===== config.mk =====
export PLATFORM = sky130hd
export DESIGN_NAME = ecdf_ctrl
export DESIGN_NICKNAME = d
export VERILOG_FILES = /design/src/hw/rtl/ecdf_pkg.sv /design/src/hw/rtl/ecdf_ctrl.sv
export VERILOG_INCLUDE_DIRS = /design/src /design/src/hw/rtl
export SDC_FILE = /design/constraint.sdc
export NUM_CORES = 1
export LEC_CHECK = 0
export ABC_CLOCK_PERIOD_IN_PS = 1500
export BUFFER_PORTS_ARGS = -buffer_cell sky130_fd_sc_hd__buf_4
export CAP_MARGIN = 20
export CELL_PAD_IN_SITES_DETAIL_PLACEMENT = 1
export CELL_PAD_IN_SITES_GLOBAL_PLACEMENT = 1
export CORE_MARGIN = 2
export CORE_UTILIZATION = 33
export DETAILED_ROUTE_END_ITERATION = 10
export GPL_ROUTABILITY_DRIVEN = 0
export GPL_TIMING_DRIVEN = 0
export MAX_ROUTING_LAYER = met4
export PLACE_DENSITY = 0.85
export SETUP_SLACK_MARGIN = 0.05
export SLEW_MARGIN = 20
export SYNTH_ARGS = -nofsm -noshare
export SYNTH_HDL_FRONTEND = slang
export SYNTH_SLANG_ARGS = --single-unit

===== constraint.sdc =====
create_clock -name clock -period 1.5 [get_ports clock]
set_input_delay 0.225 -clock clock [delete_from_list [all_inputs] [get_ports clock]]
set_output_delay 0.225 -clock clock [all_outputs]
set_load 0.005 [all_outputs]

===== src/hw/rtl/empirical_cdf_inverse_sampler_assert.svh =====
// assertion macros for the empirical cdf inverse sampler
// no dependencies; included by ecdf_ctrl, which carries the assertions
`ifndef EMPIRICAL_CDF_INVERSE_SAMPLER_ASSERT_SVH
`define EMPIRICAL_CDF_INVERSE_SAMPLER_ASSERT_SVH
`ifndef SYNTHESIS
// same-cycle implication
`define ECDF_ASSERT_NOW(lbl, clk, rst, ante, cons, msg) \
   lbl: assert property (@(posedge clk) disable iff (rst) (ante) |-> (cons)) else $error(msg);
// next-cycle implication
`define ECDF_ASSERT_NEXT(lbl, clk, rst, ante, cons, msg) \
   lbl: assert property (@(posedge clk) disable iff (rst) (ante) |=> (cons)) else $error(msg);
`else
`define ECDF_ASSERT_NOW(lbl, clk, rst, ante, cons, msg)
`define ECDF_ASSERT_NEXT(lbl, clk, rst, ante, cons, msg)
`endif
`endif


===== src/hw/rtl/ecdf_pkg.sv =====
// shared types and constants for the empirical cdf inverse sampler
// no dependencies
`default_nettype none
package ecdf_pkg;

   localparam int DEFAULT_TABLE_DEPTH = 64;

   localparam int OP_W    = 2;
   localparam int VALUE_W = 32;
   localparam int PROB_W  = 17;
   localparam int DV_W    = VALUE_W + 1;   // signed value difference
   localparam int DP_W    = PROB_W + 1;    // signed probability difference
   localparam int PROD_W  = DV_W + DP_W;   // signed product
   localparam int MAG_W   = PROD_W - 1;    // product magnitude
   localparam int QS_W    = MAG_W + 1;     // signed quotient
   localparam int SUM_W   = QS_W + 2;      // value plus quotient
   localparam int DIV_CNT_W = $clog2(MAG_W);

   localparam logic [OP_W-1:0] OP_APPEND = 2'd0;
   localparam logic [OP_W-1:0] OP_SAMPLE = 2'd1;
   localparam logic [OP_W-1:0] OP_CLEAR  = 2'd2;

   localparam logic [VALUE_W-1:0] ONE_VALUE = 32'd65536;
   localparam logic [PROB_W-1:0]  ONE_PROB  = 17'd65536;

   typedef enum logic [3:0] {
      ST_IDLE,
      ST_PRIME,
      ST_LOAD,
      ST_SCAN,
      ST_DIFF,
      ST_MUL,
      ST_MAG,
      ST_DIV,
      ST_SIGN,
      ST_FIN,
      ST_OUT
   } state_type;

   typedef struct packed {
      logic append;
      logic clear;
      logic smp_start;
      logic rd_adv;
      logic lo_load;
      logic seg_latch;
      logic diff;
      logic mul;
      logic mag;
      logic div_step;
      logic sign;
      logic fin;
   } ctl_cmd_type;

   typedef struct packed {
      logic full;
      logic multi;
      logic hit;
      logic last;
      logic dp_zero;
   } dp_stat_type;

endpackage
`default_nettype wire


===== src/hw/rtl/ecdf_ctrl.sv =====
// controller state machine: decodes items and sequences scan, multiply and divide
// depends on ecdf_pkg and the assertion macro header
`default_nettype none
`include "empirical_cdf_inverse_sampler_assert.svh"
module ecdf_ctrl import ecdf_pkg::*; (
   input  wire logic            clock,
   input  wire logic            reset,
   input  wire logic            start,
   input  wire logic [OP_W-1:0] req_op,
   input  wire dp_stat_type     stat,
   output ctl_cmd_type          cmd,
   output logic                 busy,
   output logic                 rsp_strobe
);

   localparam logic [DIV_CNT_W-1:0] DIV_LAST = DIV_CNT_W'(MAG_W - 1);

   state_type state_ff, state_in;
   logic [DIV_CNT_W-1:0] div_cnt_ff, div_cnt_in;

   always_ff @(posedge clock) begin
      if (reset) begin
         state_ff   <= ST_IDLE;
         div_cnt_ff <= '0;
      end else begin
         state_ff   <= state_in;
         div_cnt_ff <= div_cnt_in;
      end
   end

   always_comb begin
      state_in   = state_ff;
      div_cnt_in = div_cnt_ff;
      cmd        = '0;
      busy       = 1'b1;
      rsp_strobe = 1'b0;
      unique case (state_ff)
         ST_IDLE: begin
            busy = 1'b0;
            if (start) begin
               unique case (req_op)
                  OP_APPEND: cmd.append = !stat.full;
                  OP_CLEAR:  cmd.clear  = 1'b1;
                  OP_SAMPLE: begin
                     cmd.smp_start = 1'b1;
                     state_in      = stat.multi ? ST_PRIME : ST_DIFF;
                  end
                  default: ;
               endcase
            end
         end
         ST_PRIME: begin
            cmd.rd_adv = 1'b1;
            state_in   = ST_LOAD;
         end
         ST_LOAD: begin
            cmd.rd_adv  = 1'b1;
            cmd.lo_load = 1'b1;
            state_in    = ST_SCAN;
         end
         ST_SCAN: begin
            if (stat.hit || stat.last) begin
               cmd.seg_latch = 1'b1;
               state_in      = ST_DIFF;
            end else begin
               cmd.rd_adv  = 1'b1;
               cmd.lo_load = 1'b1;
            end
         end
         ST_DIFF: begin
            cmd.diff = 1'b1;
            state_in = ST_MUL;
         end
         ST_MUL: begin
            cmd.mul  = 1'b1;
            state_in = ST_MAG;
         end
         ST_MAG: begin
            cmd.mag    = 1'b1;
            div_cnt_in = '0;
            state_in   = stat.dp_zero ? ST_SIGN : ST_DIV;
         end
         ST_DIV: begin
            cmd.div_step = 1'b1;
            div_cnt_in   = div_cnt_ff + DIV_CNT_W'(1);
            if (div_cnt_ff == DIV_LAST) begin
               state_in = ST_SIGN;
            end
         end
         ST_SIGN: begin
            cmd.sign = 1'b1;
            state_in = ST_FIN;
         end
         ST_FIN: begin
            cmd.fin  = 1'b1;
            state_in = ST_OUT;
         end
         ST_OUT: begin
            rsp_strobe = 1'b1;
            state_in   = ST_IDLE;
         end
         default: state_in = ST_IDLE;
      endcase
   end

   `ECDF_ASSERT_NOW(a_strobe_busy, clock, reset, rsp_strobe, busy, "result strobe while idle")
   `ECDF_ASSERT_NEXT(a_strobe_done, clock, reset, rsp_strobe, !busy && !rsp_strobe, "no return to idle after result")
   `ECDF_ASSERT_NEXT(a_sample_busy, clock, reset, start && !busy && req_op == OP_SAMPLE, busy, "sample transfer did not start work")
   `ECDF_ASSERT_NEXT(a_table_idle, clock, reset, start && !busy && req_op != OP_SAMPLE, !busy && !rsp_strobe, "table item left idle")
   `ECDF_ASSERT_NOW(a_div_range, clock, reset, state_ff == ST_DIV, div_cnt_ff <= DIV_LAST, "divide step count overrun")

endmodule
`default_nettype wire


==> impl_metrics.yaml, run 1 <==
run_status:
  status: "complete, but fails checks"
  violations: "negative setup slack"
timing:
  layout_min_cycle_time_ps: 1540
  relSlewSlack: 0.646
  rsz0062_at_grt: "yes"
  setup_viol: 5
  fin_ws_ps: -43.0
  post-route-period-util: 1.03
  finalClockSkew_ps: 1.58
  hold_viol_final: 0
  worstMarginPinSlew_ps: 531
  slew_viol_final: 0
  max_freq_mhz: 648
critical_path:
  crit_end: "cmd[8]"
  critPathMaxStageDelay_ps: 340
  r2r-start: "state_ff[2]"
  end_kind: "output pin"
  startpoint_type: "flip-flop"
  worst_path_dominant_cell_family: "buffers and inverters"
  setup.worst_path.start: "state_ff[3]"
  slowest_stage: "dfxtp_2"
  critPathMostFrequentCell: "buf_4"
  crit_path_cell_trace: "buf_8 -> buf_4 -> a211o_1 -> nand2_1 -> buf_4"
  worstReg2RegEnd: "state_ff[1]"
  path_buf_inv: 3
  arrival_ps: 1320
  worst-setup-path-type: "reg -> out"
  path_max_fanout: 8
  path_depth: 5
  r2r_setup_slack_ps: -40
  cp.required_ps: 1270
  rr_worst_depth: 6
drt:
  ant_nets: 0
  drc_errors: 0
  wirelength_um: 2890
  viasPerCell: 5.70
  wl_per_cell_um: 17.6
  vias: 934
  first_pass_iters: 4
  drt-initial-drc-count: 16
floorplanning:
  initial_utilization: 0.356
  coreArea_um2: 2000
  pin_count: 24
  die_width_um: 50.5
  dieHeight_um: 50.5
  rows: 16
  die-area_um2: 2550
layout:
  drive_above_1_share: 0.482
  fin_nets: 150
  area_growth_pct: 61.8
  diodes: 0
  fin_cells: 164
global_routing:
  grt_pass1_wl_um: 4800
  antenna_found_initial: 0
  grt_start_max_net_pins: 11
  gr-total-overflow: 0
  grt_pass1_vias: 1015
  grtUsageTotal: 0.249
synth:
  avgSynthCellArea_um2: 7.28
  synth_ff_type: "dfxtp_1"
  synth_edf_count: 0
  ys_ff_latch: 10
  yosys.area_share.simple: 0.328
  syn-cell-area_um2: 713
  ys_warn_count: 0
  synth_xor_area_frac: 0
  async_flop_share: 0
  synth_compound_area_frac: 0.279
  ys_seq_area_frac: 0.281
  synth_adder_area_share: 0.0351
  synth_fp_nets: 110
  yosysUniqueCellTypes: 35
  synth_top_family_by_area: "simple AND/OR/NAND/NOR gates"
  synthMuxAreaShare: 0
  syn_inst: 98
place:
  io_buffers: 23
  dp_hpwl_um: 1590
  dp.cells: 148
pwr:
  peakVddDrop_mv: 1.04
  totalPowerFinal_mw: 1.75
  p_leak_nw: 0.506
  cellPowerDensity_nw_per_um2: 1520
min_path:
  hp-start: "reset"
  holdCritPathClass: "in -> reg"
clocking:
  cts_sinks: 10
  cts_buffers: 3
  htreeDepth: 1
  clkLatencyLatePin_ps: 260
  clkTransAtPathRegs_ps: 80
  cts_tree: "done"
  clock-root-buffer: "clkbuf_4"
  cts_hold_buf: 0
  clock_path_buffers: 2
run:
  max_cap_violations: 0
==> placed cells by master, fill, tap and decap left out, types with 2 or more instances in the layout <==
cell	synthesis	final
buf_4	2	35
nor2_1	15	12
nand2_1	7	5
dfxtp_1	10	5
clkbuf_4	0	4
inv_1	5	4
nor3_1	6	4
nand3_1	4	4
dfxtp_2	0	4
buf_6	0	3
nor2_2	1	3
o21ai_0	4	3
a21oi_1	3	3
and4b_1	2	2
nand2b_1	4	2
nand2b_4	0	2
nor3_2	0	2
o31ai_2	0	2
a211o_1	2	2
nand3b_1	2	2
o21a_1	2	2
o22ai_1	2	2
o21ai_2	1	2
a31oi_1	2	2
a21o_1	2	2
a22oi_1	2	2
ha_1	2	2
==> metal layers <==
metal,global-route usage,vias up,share of wire
li1,-,437,-
met1,0.299,465,0.43
met2,0.441,28,0.52
met3,0.0298,4,0.036
met4,0.0631,0,0.013
met5,-,-,0
==> worst min-delay path by stage <==
stage | end | slack (ps) | cells past startpoint
global placement | div_cnt_ff[5] | 480 | 1
detailed placement | div_cnt_ff[5] | 490 | 1
CTS | state_ff[2] | 250 | 3
global route | state_ff[2] | 280 | 3
finish | state_ff[2] | 260 | 3
floorplan | state_ff[2] | 400 | 2
==> through the flow <==
step                 util  area (µm²)  worst slack, ps  hold WS [ps]  TNS (ps)
finish              0.576        1150            -43.0           263      -151
global route        0.576        1150             -117           276      -800
CTS                 0.550        1100            -78.2           253     -89.2
detailed placement  0.459         920             18.1           489         0
global placement    0.459         920             24.4           479         0
floorplan               -         713              167           397         0
==> tightest hold or removal path, stage by stage <==
cell,delay [ps]
buf_4,90
a211o_1,110
o22ai_1,60
==> final cells by class <==
cell class | count | area [µm²]
multi-input cells | 76 | 526
clock buffers | 4 | 36.3
plain buffers | 7 | 65.1
inverters | 5 | 21.3
fillers | 255 | 848
well taps | 27 | 33.8
repair buffers | 35 | 263
flip-flops and latches | 10 | 209
==> timing repair <==
action                                  in CTS  in global routing
endpoints found under the setup margin      18                 18
pin swaps                                    6                  5
gates resized for setup                     23                 12
buffers inserted                            10                  2
cloned                                       0                  0
==> registers in the layout (all words and copies together), names as in the netlist <==
| signal | count |
|---|---|
| state_ff | 4 |
| div_cnt_ff | 6 |
==> power by group <==
group	switching, mW	internal [mW]
Sequential	0.0408	0.318
Combinational	0.589	0.553
Clock	0.105	0.147
Total	0.734	1.02
==> cell usage after synthesis (3+ instances only) <==
cell type,n,area share
nand3_1,4,0.028
nor3_1,6,0.042
nor2_1,15,0.079
a21oi_1,3,0.021
nand2b_1,4,0.035
inv_1,5,0.026
clkbuf_1,3,0.016
dfxtp_1,10,0.28
o21ai_0,4,0.028
nand2_1,7,0.037
==> logic make-up after synthesis <==
group | Yosys count
buffers and inverters | 12
flip-flops | 10
adder cells (fa/ha/maj) | 2
AO/OA/AOI/OAI | 28
AND/OR/NAND/NOR | 46
No activity file was read; power rests on OpenSTA's default activity.
==> run 2: changes to the inputs <==
--- a/config.mk
+++ b/config.mk
@@ -7,17 +7,17 @@
 export NUM_CORES = 1
 export LEC_CHECK = 0
 export ABC_CLOCK_PERIOD_IN_PS = 1500
-export BUFFER_PORTS_ARGS = -buffer_cell sky130_fd_sc_hd__buf_4
+export BUFFER_PORTS_ARGS = -buffer_cell sky130_fd_sc_hd__buf_2
 export CAP_MARGIN = 20
 export CELL_PAD_IN_SITES_DETAIL_PLACEMENT = 1
 export CELL_PAD_IN_SITES_GLOBAL_PLACEMENT = 1
 export CORE_MARGIN = 2
-export CORE_UTILIZATION = 33
+export CORE_UTILIZATION = 28
 export DETAILED_ROUTE_END_ITERATION = 10
 export GPL_ROUTABILITY_DRIVEN = 0
 export GPL_TIMING_DRIVEN = 0
 export MAX_ROUTING_LAYER = met4
-export PLACE_DENSITY = 0.85
+export PLACE_DENSITY = 0.76
 export SETUP_SLACK_MARGIN = 0.05
 export SLEW_MARGIN = 20
 export SYNTH_ARGS = -nofsm -noshare
==> impl_metrics.yaml, run 2 (synthesis gave the netlist of run 1 again) <==
run_status:
  status: "complete, but fails checks"
  violations: "negative setup slack"
critical_path:
  r2r_setup_slack_ps: 0
  worstReg2RegEnd: "state_ff[1]"
  path_max_fanout: 4
  worst-setup-path-type: "reg -> out"
  arrival_ps: 1290
  end_kind: "output pin"
  startpoint_type: "flip-flop"
  rr_worst_depth: 6
  cp.required_ps: 1270
  r2r-start: "state_ff[2]"
global_routing:
  grt_pass1_vias: 814
  gr-total-overflow: 0
  grt_start_max_net_pins: 11
  antenna_found_initial: 0
  grtUsageTotal: 0.180
  grt_pass1_wl_um: 3720
timing:
  fin_ws_ps: -12.0
  max_freq_mhz: 661
  finalClockSkew_ps: 3.48
  layout_min_cycle_time_ps: 1510
  finalHoldWorstSlack_ps: 262
  relSlewSlack: 0.630
  setup_viol: 3
  tns_ps: -29.0
  slew_viol_final: 0
  rsz0062_at_grt: "yes"
  worstMarginPinSlew_ps: 555
  hold_viol_final: 0
  post-route-period-util: 1.01
clocking:
  cts_tree: "done"
  clkTransAtPathRegs_ps: 70
  clock_path_buffers: 2
  clkLatencyLatePin_ps: 260
  htreeDepth: 1
  cts_buffers: 3
  clock-root-buffer: "clkbuf_4"
  cts_sinks: 10
place:
  io_buffers: 23
  dpl_cell_area_um2: 866
  dp_hpwl_um: 1590
pwr:
  totalPowerFinal_mw: 1.72
  power_frac_comb: 0.645
  cellPowerDensity_nw_per_um2: 1520
  peakVddDrop_mv: 0.925
  switchingPower_mw: 0.714
  p_leak_nw: 0.509
  seqPwrFrac: 0.214
  power_frac_clock: 0.141
  p_int_mw: 1.01
  swShare: 0.414
drt:
  drt-initial-drc-count: 10
  wirelength_um: 2530
  drc_errors: 0
  first_pass_iters: 4
  wl_per_cell_um: 15.1
  vias: 887
  viasPerCell: 5.31
  ant_nets: 0
layout:
  final_area_um2: 1130
  utilization: 0.462
  fin_nets: 150
  drive_above_1_share: 0.504
  max_flop_register: "div_cnt_ff"
  final_common_cell: "buf_2"
  reg_top3: "div_cnt_ff (6), state_ff (4)"
  diodes: 0
  mostFrequentLayoutCells: "22 x buf_2, 12 x nor2_1, 10 x buf_4, 7 x buf_6"
  largest_register_ffs: 6
  area_growth_pct: 59.1
run:
  max_cap_violations: 0
min_path:
  whs_endpoint: "state_ff[2]"
  hold_path_depth: 3
  holdCritPathClass: "in -> reg"
  hp-start: "reset"
floorplanning:
  initial_utilization: 0.291
  rows: 18
  dieHeight_um: 54.5
  pin_count: 24
  die-area_um2: 2970
  die_width_um: 54.5
  coreArea_um2: 2450
## run 2: worst max-delay path by stage
stage / endpoint / startpoint / slack (ps) / cells after the start
finish: cmd[7] / state_ff[2] / -10 / 5
global route: cmd[7] / state_ff[2] / -90 / 5
CTS: cmd[11] / state_ff[2] / -50 / 5
detailed placement: state_ff[3] / state_ff[0] / -2 / 4
global placement: state_ff[1] / state_ff[0] / 50 / 5
floorplan: state_ff[1] / state_ff[1] / 170 / 6
## run 2: timing repair
item	4_1_cts	5_1_grt
resized for setup	25	17
setup buffers	10	2
pin swaps	5	6
hold buffers	0	0
setup endpoints to repair	15	17
## run 2: critical path, cell delays in order (launching register included)
cell     delay, ps
dfxtp_2        320
buf_6          110
nor2_4         130
nand4_1        200
o31ai_2        110
buf_2          140
## run 2: final cells by class
| type | instances | area, µm² |
|---|---|---|
| Inverter | 5 | 21.3 |
| Sequential cell | 10 | 213 |
| Multi-Input combinational cell | 76 | 544 |
| Clock buffer | 4 | 36.3 |
| Fill cell | 302 | 1320 |
| Buffer | 7 | 63.8 |
| Timing Repair Buffer | 35 | 219 |
| Tap cell | 30 | 37.5 |
## run 2: metrics by stage
stage	std cells	setup slack (ps)
2_1_floorplan	98	167
3_3_place_gp	151	54.5
3_5_place_dp	151	-2.31
4_1_cts	165	-53.7
5_1_grt	167	-87.0
6_report	167	-12.0
## run 2: layer usage
layer	vias to the layer above	wire [µm]	GRT usage
li1	435	-	-
met1	417	1000	0.206
met2	27	1330	0.315
met3	8	108	0.0191
met4	0	79	0.0792
met5	-	0	-
## run 2: power groups by stage
stage / Clock [mW] / Sequential (mW) / Combinational [mW]
2_1_floorplan: 0 / 0.332 / 0.499
3_3_place_gp: 0 / 0.345 / 0.691
3_5_place_dp: 0 / 0.348 / 0.712
4_1_cts: 0.253 / 0.366 / 0.963
5_1_grt: 0.265 / 0.378 / 1.21
6_report: 0.243 / 0.370 / 1.11
==> run 3: changes to the inputs <==
--- a/config.mk
+++ b/config.mk
@@ -16,8 +16,7 @@
 export DETAILED_ROUTE_END_ITERATION = 10
 export GPL_ROUTABILITY_DRIVEN = 0
 export GPL_TIMING_DRIVEN = 0
-export MAX_ROUTING_LAYER = met4
-export PLACE_DENSITY = 0.76
+export PLACE_DENSITY_LB_ADDON = 0.25
 export SETUP_SLACK_MARGIN = 0.05
 export SLEW_MARGIN = 20
 export SYNTH_ARGS = -nofsm -noshare
==> impl_metrics.yaml, run 3 (synthesis gave the netlist of run 1 again) <==
min_path:
  hp-start: "reset"
  hold_path_depth: 3
  whs_endpoint: "state_ff[2]"
  holdCritPathClass: "in -> reg"
floorplanning:
  die-area_um2: 2970
  initial_utilization: 0.291
  die_width_um: 54.5
  dieHeight_um: 54.5
  coreArea_um2: 2450
  rows: 18
  pin_count: 24
timing:
  fin_ws_ps: -44.6
  setup_viol: 6
  relSlewSlack: 0.667
  hold_viol_final: 0
  rsz0062_at_grt: "yes"
  layout_min_cycle_time_ps: 1540
  finalHoldWorstSlack_ps: 277
  worstMarginPinSlew_ps: 499
  post-route-period-util: 1.03
  max_freq_mhz: 647
  slew_viol_final: 0
  finalClockSkew_ps: 3.69
clocking:
  clock_path_buffers: 2
  clkLatencyLatePin_ps: 260
  cts_buffers: 3
  cts_tree: "done"
  clock-root-buffer: "clkbuf_4"
  htreeDepth: 1
  cts_hold_buf: 0
  cts_sinks: 10
  clkTransAtPathRegs_ps: 80
place:
  io_buffers: 23
  dp_hpwl_um: 1650
global_routing:
  grt_start_max_net_pins: 11
  grt_pass1_vias: 852
  antenna_found_initial: 0
  grtUsageTotal: 0.172
  gr-total-overflow: 0
  grt_pass1_wl_um: 3710
pwr:
  swShare: 0.423
  power_frac_clock: 0.138
  totalPowerFinal_mw: 1.80
  cellPowerDensity_nw_per_um2: 1550
  p_leak_nw: 0.525
  p_int_mw: 1.04
  seqPwrFrac: 0.206
  power_frac_comb: 0.656
  switchingPower_mw: 0.761
  peakVddDrop_mv: 0.653
critical_path:
  end_kind: "output pin"
  arrival_ps: 1320
  startpoint_type: "flip-flop"
  worstReg2RegEnd: "state_ff[1]"
  r2r-start: "state_ff[3]"
  setup.worst_path.start: "state_ff[3]"
  cp.required_ps: 1270
  path_max_fanout: 5
  rr_worst_depth: 6
  r2r_setup_slack_ps: -20
  worst-setup-path-type: "reg -> out"
layout:
  drive_above_1_share: 0.507
  final_common_cell: "buf_2"
  reg_top3: "div_cnt_ff (6), state_ff (4)"
  seqCellArea_um2: 209
  diodes: 0
  max_flop_register: "div_cnt_ff"
  fillers: 318
  fin_nets: 153
  mostFrequentLayoutCells: "23 x buf_2, 13 x buf_4, 12 x nor2_1, 6 x buf_6"
  largest_register_ffs: 6
  area_growth_pct: 63.5
  multi_input_area_um2: 563
drt:
  vias: 901
  wl_per_cell_um: 15.3
  wirelength_um: 2600
  ant_nets: 0
  viasPerCell: 5.30
  drc_errors: 0
  first_pass_iters: 4
  drt-initial-drc-count: 7
run_status:
  status: "complete, but fails checks"
  violations: "negative setup slack"
run:
  max_cap_violations: 0
run 3: repair_timing:
item                                    4_1_cts  5_1_grt
resized for setup                            24       20
pin swaps                                     6       12
endpoints found under the hold margin         0        0
endpoints found under the setup margin       14       17
setup buffers                                 9        6
run 3: cell type report:
| type | instances | share of cell area |
|---|---|---|
| buffer | 7 | 0.0547 |
| clock buffer | 4 | 0.0311 |
| inverter | 5 | 0.0182 |
| multi-input combinational | 76 | 0.483 |
| sequential | 10 | 0.179 |
| tap | 30 | 0.0322 |
| timing repair buffer | 38 | 0.202 |
run 3: power by group through the flow:
stage / logic (mW) / clock network (mW) / registers (mW)
2_1_floorplan: 0.499 / 0 / 0.332
3_3_place_gp: 0.700 / 0 / 0.346
3_5_place_dp: 0.716 / 0 / 0.345
4_1_cts: 0.961 / 0.247 / 0.359
5_1_grt: 1.28 / 0.267 / 0.375
6_report: 1.18 / 0.248 / 0.371
run 3: layer usage:
layer	track usage	routed length, µm
met1	0.187	1080
met2	0.355	1440
met3	0.0164	84
met4	0.0250	0
met5	0	0
run 3: worst max path at each step:
| stage | to | slack (ps) | cells after the start |
|---|---|---|---|
| 2_1_floorplan | state_ff[1] | 170 | 6 |
| 3_3_place_gp | state_ff[2] | 10 | 4 |
| 3_5_place_dp | state_ff[2] | 10 | 4 |
| 4_1_cts | cmd[11] | -70 | 5 |
| 5_1_grt | cmd[11] | -100 | 5 |
| 6_report | cmd[11] | -40 | 5 |
run 3: worst max-delay path, stage by stage (launching register included):
cell     delay, ps
dfxtp_2        330
buf_6          120
nor2_4         170
nand2_4         90
nor4_4         200
buf_2          150
run 3: through the flow:
stage                     setup slack, ps  std cells  TNS (ps)  utilization  area [µm²]
after floorplan                       167         98         0            -         713
after global placement               13.0        151         0        0.353         866
after detailed placement             12.8        151         0        0.353         866
after CTS                           -74.6        164      -147        0.427        1050
after global routing                -97.6        170      -535        0.475        1170
final                               -44.6        170      -163        0.475        1170
